===== config.mk =====
export PLATFORM = sky130hd
export DESIGN_NAME = lap_stopwatch
export DESIGN_NICKNAME = d
export VERILOG_FILES = /design/src/lsw_pkg.sv /design/src/lap_stopwatch.sv
export SDC_FILE = /design/constraint.sdc
export NUM_CORES = 2
export LEC_CHECK = 0
export ABC_AREA = 0
export BUFFER_PORTS_ARGS = -buffer_cell sky130_fd_sc_hd__buf_2
export CORE_UTILIZATION = 50
export DETAILED_ROUTE_END_ITERATION = 8
export PLACE_DENSITY = 0.67
export SLEW_MARGIN = 0
export SYNTH_ARGS = -nofsm -noshare
export SYNTH_HDL_FRONTEND = slang
export SYNTH_SLANG_ARGS = --single-unit
export TNS_END_PERCENT = 10

===== constraint.sdc =====
create_clock -name clk_i -period 11.2 [get_ports clk_i]
set_input_delay 1.12 -clock clk_i [delete_from_list [all_inputs] [get_ports clk_i]]
set_output_delay 1.12 -clock clk_i [all_outputs]
set_load 0.05 [all_outputs]

===== src/lsw_pkg.sv =====
// Shared types and constants of the lap stopwatch: mode and command codes,
// the minute cap and the constant-divisor reciprocals of the readout. No dependencies.
package lsw_pkg;

  typedef enum logic [1:0] {
    MODE_IDLE  = 2'd0,
    MODE_RUN   = 2'd1,
    MODE_PAUSE = 2'd2
  } mode_e;

  typedef enum logic [1:0] {
    CMD_READ   = 2'd0,
    CMD_TOGGLE = 2'd1,
    CMD_LAP    = 2'd2
  } cmd_e;

  // The readout is pinned once whole minutes exceed this value (at most 99).
  localparam int unsigned MINUTE_CAP = 99;
  localparam logic [31:0] CAP_LIMIT_MS = 32'((MINUTE_CAP + 1) * 60000);
  localparam logic [6:0]  CAP_MINUTES  = 7'(MINUTE_CAP);
  localparam logic [5:0]  CAP_SECONDS  = 6'd59;
  localparam logic [6:0]  CAP_CENTIS   = 7'd99;

  // Below the cap the elapsed time fits in DIG_W bits.
  localparam int unsigned DIG_W = 23;
  localparam int unsigned SEC_W = 14;
  localparam int unsigned MIN_W = 9;
  localparam int unsigned MS_W  = 10;

  localparam logic [9:0] MS_PER_S  = 10'd1000;
  localparam logic [5:0] S_PER_MIN = 6'd60;

  // Rounded-up reciprocals; each gives the exact quotient over its input width.
  localparam logic [23:0] SEC_RECIP = 24'd8589935;  // x / 1000, x < 2^23
  localparam int unsigned SEC_SHIFT = 33;
  localparam int unsigned SEC_PROD_W = DIG_W + 24;
  localparam logic [14:0] MIN_RECIP = 15'd17477;    // x / 60, x < 2^14
  localparam int unsigned MIN_SHIFT = 20;
  localparam int unsigned MIN_PROD_W = SEC_W + 15;
  localparam logic [10:0] CS_RECIP  = 11'd1639;     // x / 10, x < 2^10
  localparam int unsigned CS_SHIFT  = 14;
  localparam int unsigned CS_PROD_W = MS_W + 11;

endpackage


===== src/lap_stopwatch.sv =====
// Lap stopwatch top level; depends on lsw_pkg.
//
// Input channel (in_valid_i / in_stall_o) carries one word per command:
// cmd_i, the current millisecond timestamp now_ms_i and the lap slot to
// report, lap_index_i. Output channel (out_valid_o / out_stall_i) returns
// exactly one word per accepted input word, in order: mode, elapsed time,
// its min:sec.centi readout (pinned at the cap with capped_o) and one lap.
//
// Throughput is one word per clock while the output is not stalled. The
// mode and time registers and the lap memory are updated in the cycle a
// word is accepted; the lap memory is a ring with one write and one
// registered read port, and a read of the entry written in the same cycle
// is forwarded. A result is registered in order through the memory read,
// the seconds reciprocal, minutes and milliseconds, then the final digits
// into the output register.
//
// Reset puts the watch in idle with no laps; lap memory contents are not
// cleared, since entries beyond the lap count never reach the output.
// When the receiver stalls, the output word holds; stages behind it keep
// filling bubbles, so the sender is stalled only when the pipeline is full.
module lap_stopwatch import lsw_pkg::*; #(
  parameter int unsigned LAP_SLOTS = 4
) (
  input  logic        clk_i,
  input  logic        rst_ni,
  input  logic        in_valid_i,
  output logic        in_stall_o,
  input  logic [1:0]  cmd_i,
  input  logic [31:0] now_ms_i,
  input  logic [1:0]  lap_index_i,
  output logic        out_valid_o,
  input  logic        out_stall_i,
  output logic [1:0]  run_mode_o,
  output logic [31:0] elapsed_ms_o,
  output logic [6:0]  minutes_o,
  output logic [5:0]  seconds_o,
  output logic [6:0]  centiseconds_o,
  output logic        capped_o,
  output logic        lap_valid_o,
  output logic [31:0] lap_number_o,
  output logic [31:0] lap_split_ms_o,
  output logic [31:0] lap_total_ms_o,
  output logic [2:0]  laps_held_o
);

  localparam int unsigned AW    = (LAP_SLOTS > 1) ? $clog2(LAP_SLOTS) : 1;
  localparam int unsigned DEPTH = 2 ** AW;
  localparam int unsigned HW    = $clog2(LAP_SLOTS + 1);

  typedef struct packed {
    logic [31:0] split;
    logic [31:0] total;
  } lap_t;

  typedef struct packed {
    mode_e          mode;
    logic [31:0]    el;
    logic [HW-1:0]  held;
    logic [31:0]    laps;
    logic [1:0]     idx;
    logic           fwd;
    lap_t           fwd_lap;
  } s1_t;

  typedef struct packed {
    mode_e            mode;
    logic [31:0]      el;
    logic             capped;
    logic [HW-1:0]    held;
    logic             lap_valid;
    logic [31:0]      lap_num;
    lap_t             lap;
    logic [DIG_W-1:0] x;
    logic [SEC_W-1:0] qs;
  } s2_t;

  typedef struct packed {
    mode_e            mode;
    logic [31:0]      el;
    logic             capped;
    logic [HW-1:0]    held;
    logic             lap_valid;
    logic [31:0]      lap_num;
    lap_t             lap;
    logic [MS_W-1:0]  ms;
    logic [SEC_W-1:0] qs;
    logic [MIN_W-1:0] mm;
  } s3_t;

  typedef struct packed {
    mode_e          mode;
    logic [31:0]    el;
    logic [6:0]     minutes;
    logic [5:0]     seconds;
    logic [6:0]     centis;
    logic           capped;
    logic           lap_valid;
    logic [31:0]    lap_num;
    lap_t           lap;
    logic [HW-1:0]  held;
  } out_t;

  // Pipeline flow control: a stage loads when it is empty or moves on.
  logic v1_q, v2_q, v3_q, vo_q;
  logic adv1, adv2, adv3, adv_o, in_fire;

  assign adv_o      = !vo_q || !out_stall_i;
  assign adv3       = !v3_q || adv_o;
  assign adv2       = !v2_q || adv3;
  assign adv1       = !v1_q || adv2;
  assign in_stall_o = !adv1;
  assign in_fire    = in_valid_i && adv1;

  always_ff @(posedge clk_i or negedge rst_ni) begin
    if (!rst_ni) begin
      v1_q <= 1'b0;
      v2_q <= 1'b0;
      v3_q <= 1'b0;
      vo_q <= 1'b0;
    end else begin
      if (adv1)  v1_q <= in_valid_i;
      if (adv2)  v2_q <= v1_q;
      if (adv3)  v3_q <= v2_q;
      if (adv_o) vo_q <= v3_q;
    end
  end

  // Watch state. The run offset holds base - run_start, so the running
  // elapsed time is a single add onto the timestamp.
  mode_e          mode_q, mode_d;
  logic [31:0]    base_q, base_d;
  logic [31:0]    off_q, off_d;
  logic [31:0]    mark_q, mark_d;
  logic [31:0]    laps_q, laps_d;
  logic [HW-1:0]  held_q, held_d;
  logic [AW-1:0]  wp_q, wp_d;

  logic [31:0]    e_old;
  logic [31:0]    el0;
  logic           push;
  lap_t           new_lap;
  logic [AW+2:0]  addr_wide;
  logic [AW-1:0]  rd_addr;

  always_ff @(posedge clk_i or negedge rst_ni) begin
    if (!rst_ni) begin
      mode_q <= MODE_IDLE;
      base_q <= '0;
      off_q  <= '0;
      mark_q <= '0;
      laps_q <= '0;
      held_q <= '0;
      wp_q   <= '0;
    end else begin
      mode_q <= mode_d;
      base_q <= base_d;
      off_q  <= off_d;
      mark_q <= mark_d;
      laps_q <= laps_d;
      held_q <= held_d;
      wp_q   <= wp_d;
    end
  end

  always_comb begin
    e_old         = now_ms_i + off_q;
    new_lap.total = e_old;
    new_lap.split = e_old - mark_q;
    mode_d        = mode_q;
    base_d        = base_q;
    off_d         = off_q;
    mark_d        = mark_q;
    laps_d        = laps_q;
    held_d        = held_q;
    wp_d          = wp_q;
    push          = 1'b0;
    el0           = (mode_q == MODE_RUN) ? e_old : base_q;
    if (in_fire) begin
      unique case (cmd_e'(cmd_i))
        CMD_TOGGLE: begin
          if (mode_q == MODE_RUN) begin
            base_d = e_old;
            mode_d = MODE_PAUSE;
          end else begin
            off_d  = base_q - now_ms_i;
            mode_d = MODE_RUN;
            el0    = base_q;
          end
        end
        CMD_LAP: begin
          unique case (mode_q)
            MODE_RUN: begin
              push   = 1'b1;
              mark_d = e_old;
              laps_d = laps_q + 32'd1;
              wp_d   = wp_q + AW'(1);
              if (held_q < HW'(LAP_SLOTS)) begin
                held_d = held_q + HW'(1);
              end
            end
            MODE_PAUSE: begin
              mode_d = MODE_IDLE;
              base_d = '0;
              off_d  = '0;
              mark_d = '0;
              laps_d = '0;
              held_d = '0;
              wp_d   = '0;
              el0    = '0;
            end
            default: begin
            end
          endcase
        end
        default: begin
        end
      endcase
    end
    // Slot k sits k entries behind the newest, which is just below the
    // write pointer after this command.
    addr_wide = {3'b000, wp_d} - (AW + 3)'(1) - {{(AW + 1){1'b0}}, lap_index_i};
    rd_addr   = addr_wide[AW-1:0];
  end

  // Lap ring memory: one write, one registered read.
  lap_t lap_mem [DEPTH];
  lap_t rd_lap_q;

  always_ff @(posedge clk_i) begin
    if (push) begin
      lap_mem[wp_q] <= new_lap;
    end
    if (adv1) begin
      rd_lap_q <= lap_mem[rd_addr];
    end
  end

  s1_t s1_q, s1_d;
  s2_t s2_q, s2_d;
  s3_t s3_q, s3_d;
  out_t out_q, out_d;

  always_comb begin
    s1_d.mode    = mode_d;
    s1_d.el      = el0;
    s1_d.held    = held_d;
    s1_d.laps    = laps_d;
    s1_d.idx     = lap_index_i;
    s1_d.fwd     = push && (rd_addr == wp_q);
    s1_d.fwd_lap = new_lap;
  end

  // Stage 1: resolve the lap entry, cap test and the seconds quotient.
  lap_t                  lap_sel;
  logic [SEC_PROD_W-1:0] prod_s;

  always_comb begin
    lap_sel        = s1_q.fwd ? s1_q.fwd_lap : rd_lap_q;
    s2_d.mode      = s1_q.mode;
    s2_d.el        = s1_q.el;
    s2_d.held      = s1_q.held;
    s2_d.capped    = s1_q.el >= CAP_LIMIT_MS;
    s2_d.lap_valid = {{HW{1'b0}}, s1_q.idx} < {2'b00, s1_q.held};
    s2_d.lap_num   = s2_d.lap_valid ? (s1_q.laps - {30'd0, s1_q.idx}) : '0;
    s2_d.lap       = s2_d.lap_valid ? lap_sel : '0;
    s2_d.x         = s1_q.el[DIG_W-1:0];
    prod_s         = s2_d.x * SEC_RECIP;
    s2_d.qs        = prod_s[SEC_SHIFT +: SEC_W];
  end

  // Stage 2: milliseconds within the second and whole minutes.
  logic [DIG_W-1:0]      qs_ms;
  logic [DIG_W-1:0]      ms_wide;
  logic [MIN_PROD_W-1:0] prod_m;

  always_comb begin
    qs_ms          = {{(DIG_W - SEC_W){1'b0}}, s2_q.qs} * DIG_W'(MS_PER_S);
    ms_wide        = s2_q.x - qs_ms;
    prod_m         = s2_q.qs * MIN_RECIP;
    s3_d.mode      = s2_q.mode;
    s3_d.el        = s2_q.el;
    s3_d.capped    = s2_q.capped;
    s3_d.held      = s2_q.held;
    s3_d.lap_valid = s2_q.lap_valid;
    s3_d.lap_num   = s2_q.lap_num;
    s3_d.lap       = s2_q.lap;
    s3_d.ms        = ms_wide[MS_W-1:0];
    s3_d.qs        = s2_q.qs;
    s3_d.mm        = prod_m[MIN_SHIFT +: MIN_W];
  end

  // Stage 3: seconds within the minute, centiseconds and the cap pin.
  logic [SEC_W-1:0]     ss_wide;
  logic [CS_PROD_W-1:0] prod_c;

  always_comb begin
    ss_wide         = s3_q.qs - ({{(SEC_W - MIN_W){1'b0}}, s3_q.mm} * SEC_W'(S_PER_MIN));
    prod_c          = s3_q.ms * CS_RECIP;
    out_d.mode      = s3_q.mode;
    out_d.el        = s3_q.el;
    out_d.capped    = s3_q.capped;
    out_d.lap_valid = s3_q.lap_valid;
    out_d.lap_num   = s3_q.lap_num;
    out_d.lap       = s3_q.lap;
    out_d.held      = s3_q.held;
    if (s3_q.capped) begin
      out_d.minutes = CAP_MINUTES;
      out_d.seconds = CAP_SECONDS;
      out_d.centis  = CAP_CENTIS;
    end else begin
      out_d.minutes = s3_q.mm[6:0];
      out_d.seconds = ss_wide[5:0];
      out_d.centis  = prod_c[CS_SHIFT +: 7];
    end
  end

  always_ff @(posedge clk_i) begin
    if (adv1)  s1_q  <= s1_d;
    if (adv2)  s2_q  <= s2_d;
    if (adv3)  s3_q  <= s3_d;
    if (adv_o) out_q <= out_d;
  end

  logic [HW+2:0] held_ext;

  assign held_ext       = {3'b000, out_q.held};
  assign out_valid_o    = vo_q;
  assign run_mode_o     = out_q.mode;
  assign elapsed_ms_o   = out_q.el;
  assign minutes_o      = out_q.minutes;
  assign seconds_o      = out_q.seconds;
  assign centiseconds_o = out_q.centis;
  assign capped_o       = out_q.capped;
  assign lap_valid_o    = out_q.lap_valid;
  assign lap_number_o   = out_q.lap_num;
  assign lap_split_ms_o = out_q.lap.split;
  assign lap_total_ms_o = out_q.lap.total;
  assign laps_held_o    = held_ext[2:0];

endmodule


# Word-level counts from Yosys, hierarchy flattened
# Memories as Yosys holds them, arrays and structs flattened. A register that Yosys moved wholly into a read port is not among the register bits.
# Cells that the tools add are included.
# word_totals
ramBits	256
reg_bits	749
input_bits	40
word_cells	125
memories	1
output_inout_bits	157
# classes
mux	30
n_reduce_logical	17
n_eq_ne	7
add_sub_neg	11
order_cmp	3
mul	5
# memory_table
memory	depth	width	rd	rd_ports_with_merged_regs	wr	line_no	text
lap_mem	4	64	1	1	1	lap_stopwatch.sv:226	lap_t lap_mem [DEPTH];
# op_table
cell	n
32-bit one-hot mux with 2 select lines	5
32-bit 2-to-1 mux	8
64-bit 2-to-1 mux	1
32-bit subtractor	2
23-bit by 24-bit multiplier with 47-bit output (second input constant)	1
32-bit by 1-bit adder with 32-bit output (second input constant)	1
32-bit adder	1
32-bit by 23-bit greater-or-equal comparator with 1-bit output (second input constant)	1
32-bit by 2-bit subtractor with 32-bit output	1
14-bit by 15-bit multiplier with 29-bit output (second input constant)	1
10-bit by 11-bit multiplier with 21-bit output (second input constant)	1
14-bit by 7-bit multiplier with 7-bit output (second input constant)	1
2-bit 2-to-1 mux	5
10-bit subtractor	1
9-bit by 4-bit multiplier with 4-bit output (second input constant)	1
3-bit 2-to-1 mux	3
2-bit one-hot mux with 2 select lines	2
1-bit zero test	6
3-bit one-hot mux with 2 select lines	1
3-bit AND reduction	2
6-bit subtractor	1
1-bit 2-to-1 mux	5
2-bit by 1-bit == test with 1-bit output (second input constant)	2
2-bit == test (second input constant)	2
13 further kinds	18

# Depth between registers and ports, before layout
# depth
depth_word	11
ltp_mapped	26
ltp_nobuf	26

# Worst setup path before layout
# Ideal clock, no wire load.
# synth_path
path_type	input port to flip-flop
startpoint	in out_stall_i
endpoint	reg, netlist name rd_lap_q[10]
path_stages	12
setup_time_ns	0.272
path_slack_ns	0.834
required_ns	10.928
path_buffers	4
arrival_ns	10.094
path_cell_list	and3_1 nand3_1 nand2_1 or3_1 clkbuf_1 clkbuf_1 nand2_1 o21ai_0 ha_1 clkbuf_1 clkbuf_1 mux4_2
# synth_via
elab_chain_len	9
# synth_rtl
item	line_no	text
from (decl)	lap_stopwatch.sv:32	input logic out_stall_i,
1-bit zero test	lap_stopwatch.sv:107	assign adv_o = !vo_q || !out_stall_i;
1-bit logical OR	lap_stopwatch.sv:107	
1-bit logical OR	lap_stopwatch.sv:108	assign adv3 = !v3_q || adv_o;
1-bit logical OR	lap_stopwatch.sv:109	assign adv2 = !v2_q || adv3;
1-bit logical OR	lap_stopwatch.sv:110	assign adv1 = !v1_q || adv2;
1-bit logical AND	lap_stopwatch.sv:112	assign in_fire = in_valid_i && adv1;
2-bit 2-to-1 mux	lap_stopwatch.sv:178	if (in_fire) begin
via wp_d[0]	lap_stopwatch.sv:136	logic [AW-1:0] wp_q, wp_d;
2-bit by 1-bit subtractor with 2-bit output	lap_stopwatch.sv:221	addr_wide = {3'b000, wp_d} - (AW + 3)'(1) - {{(AW + 1){1'b0}}, lap_index_i};
2-bit subtractor	lap_stopwatch.sv:221	
# The timed path passes the listed nets, and every way through them passes these cells.
# A chain may end at the register's enable or synchronous reset.

# Worst setup path in the final report
# layout_path
startpoint	reg s1_q[122] in the netlist's numbering
endpoint	reg s2_q[12] in the netlist's numbering (data pin)
# layout_via
elab_chain_len	1
# layout_rtl
item	line_no	text
from (decl)	lap_stopwatch.sv:238	s1_t s1_q, s1_d;
from (signal assigned)	lap_stopwatch.sv:318	if (adv1) s1_q <= s1_d;
23-bit by 24-bit multiplier with 47-bit output	lap_stopwatch.sv:267	prod_s = s2_d.x * SEC_RECIP;
via prod_s[45]	lap_stopwatch.sv:255	logic [SEC_PROD_W-1:0] prod_s;
to (signal assigned)	lap_stopwatch.sv:319	if (adv2) s2_q <= s2_d;
to (decl)	lap_stopwatch.sv:239	s2_t s2_q, s2_d;
# The timed path passes the listed nets, and every way through them passes these cells.

==> results.ini <==
[clocking]
hold_buffers=0
post_cts_resized=0
post-cts-setup-buffers=0
clk_pin_slew_worst_paths_ps=60
cts_sinks=1054
cts_tree=yes
clock_latency_ps=700
cts_made_buffers=107
cts_root_buf=clkbuf_16
htreeDepth=3
cts_buffer_depth=3

[cells_and_area]
n_fill_cell=8482
post-route-util_pct=56.73
syn2layout_area_growth_pct=12.22
seqCellArea_mm2=0.03095
fin_nets=4901
drive_gt1_share_pct=12.75
multi_input_area_mm2=0.02116

[setup_path]
end_kind=flop
arrival_ps=7680
worstSetupStartpointType=flop
path_cells=fa_1, inv_1, fa_1, inv_1, fa_1, fa_1, fa_1, inv_1, fa_1, inv_1, fa_1, ha_1, nand2_1, o21ai_0, nor3_1, a211oi_1, a21oi_1, o21bai_1, a21oi_2, o211ai_1, a31oi_1, xnor2_1
path_common_cell=fa_1
crit_required_ps=11620
critPathMaxFanout=10
cp_num_buf_inv=4
path_delay_family=adder cells
crit_type=reg -> reg
critPathMaxStageDelay_ps=660
critPathSlowestCell=fa_1

[synthesis]
async_reset_ff_share_pct=13.19
synth_edf_count=915
syn_nets=4615
yosysTopAreaCellShare_pct=50.63
syn_inst=3845
yosys_most_used_dff=edfxtp_1
ys_types=87
syn_area_per_cell_um2=14.12
synthTopCellsByArea=edfxtp_1 51%, ha_1 12%, fa_1 7.9%
synth.most_common_cell=edfxtp_1
synth_area_mm2=0.05427
yosys.area.top_type=edfxtp_1
ys_warn_count=0
synth_seq_cells=1054
synthTopCellsByCount=915 x edfxtp_1, 520 x inv_1, 517 x ha_1, 227 x nor2_1, 213 x fa_1
seq_area_frac_synth_pct=57.03

[sta]
clock_skew_ps=55.28
slew_headroom_pct=23.24
worst_pin_slew_ps=1149
holdWs_ps=414.4
timing.final.crit_share_pct=64.76
fmax_ghz=0.1379
rsz0062_at_grt=false
setup-violations-final=0
tns_ps=0
slew_violations=0
period_needed_ps=7254
fin_ws_ps=3946
finalHoldViolations=0

[drt]
wirelength_mm=112.9
first_pass_iters=5
avgViaCountPerCell=5.340
drt_iter0_markers=2086
antenna_left=0
wl_per_cell_um=20.06
via_count=30070
route.detailed.drc=0

[floorplanning]
initial_utilization_pct=50.56
core_area_mm2=0.1074
die_h_um=331.5
ios=197
dieArea_mm2=0.1099
rows=120
die_x_um=331.5

[place]
dp_hpwl_mm=80.66
place_ws_ps=3875
gp_congestion=0.8902
port_buffers=196

[grt]
grt_pass1_vias=30730
grt_antenna_before_repair=4
grt_max_degree=75
overflow=0
grt_pass1_wl_mm=179.2
grt_usage_pct=21.04

[min_path]
min_path_type=reg -> reg

[run]
cap_violations=0

[run_status]
status=finished, final reports clean

-- sequential cells by signal, summed over array words and instances (netlist names), 64 cells and up --
| register | cells |
|---|---|
| rd_lap_q | 64 |
| out_d | 135 |
| s2_q | 149 |
| lap_mem | 256 |
| s1_q | 136 |
-- placed cells by master, fill, tap and decap left out, types with 16 or more instances in the layout --
master and instances:
clkbuf_1 35, dfrtp_1 139, nand2b_1 33, a211oi_1 19, ha_1 515, o21ai_0 111
and3_1 26, nand3_1 33, a21oi_1 126, o21a_1 20, inv_1 519, buf_4 59
a21o_1 47, mux4_2 64, nand4_1 17, nand2_1 139, clkbuf_16 107, xor2_1 46
fa_1 213, nor3_1 40, or3_1 28, edfxtp_1 915, xnor2_1 120, nor2_1 221
mux2i_1 95, a22o_1 57, or2_2 16, nor2b_1 25, buf_2 195
-- stage by stage --
step | instance area [um^2] | std cells
finish | 60900 | 5631
global route | 60900 | 5629
CTS | 60900 | 5629
detailed placement | 57250 | 5425
global placement | 57250 | 5425
floorplan | 54270 | 3845
-- kinds of logic (layout without fill, tap and decap cells) --
family	Yosys count	in the layout	synth area share (%)
flops	1054	1054	57.03
compound gates	499	499	6.160
mux	160	160	4.429
buf+inv	598	979	4.182
fa+ha+maj	730	730	19.78
other cells	0	2	0
simple gates	636	636	5.674
xor+xnor	168	168	2.746
-- final timing paths --
path,from,to,slack (ps),cells past startpoint
max reg2reg,s1_q[122]$_DFFE_PN_,s2_q[12]$_DFFE_PP_,3950,22
min in group asynchronous,rst_ni,mark_q[24]$_DFFE_PN0P_,470,1
min,s2_q[122]$_SDFFCE_PN0P_,out_d[88]$_DFFE_PP_,410,0
max,s1_q[122]$_DFFE_PN_,s2_q[12]$_DFFE_PP_,3950,22
max in group asynchronous,rst_ni,out_valid_o$_DFFE_PN0P_,9290,2
min reg2reg,s2_q[122]$_SDFFCE_PN0P_,out_d[88]$_DFFE_PP_,410,0
-- cell type report --
class | instances | area share, %
diodes | 2 | 0.008217
repair buffers | 255 | 2.348
inverters | 520 | 3.213
well taps | 1403 | 2.882
clock buffers | 151 | 4.815
clock inverters | 53 | 1.171
flip-flops and latches | 1054 | 50.82
multi-input cells | 2193 | 34.74
-- per-layer routing --
layer,part of all wire (%),vias up,global-route usage (%)
li1,-,14380,-
met1,47,14960,30.37
met2,47,602,33.88
met3,4.1,127,2.835
met4,1.8,2,5.096
met5,0.012,-,0
Power is not shown: default switching activity piles up to over one toggle a cycle in this logic, so the estimate is an artifact.
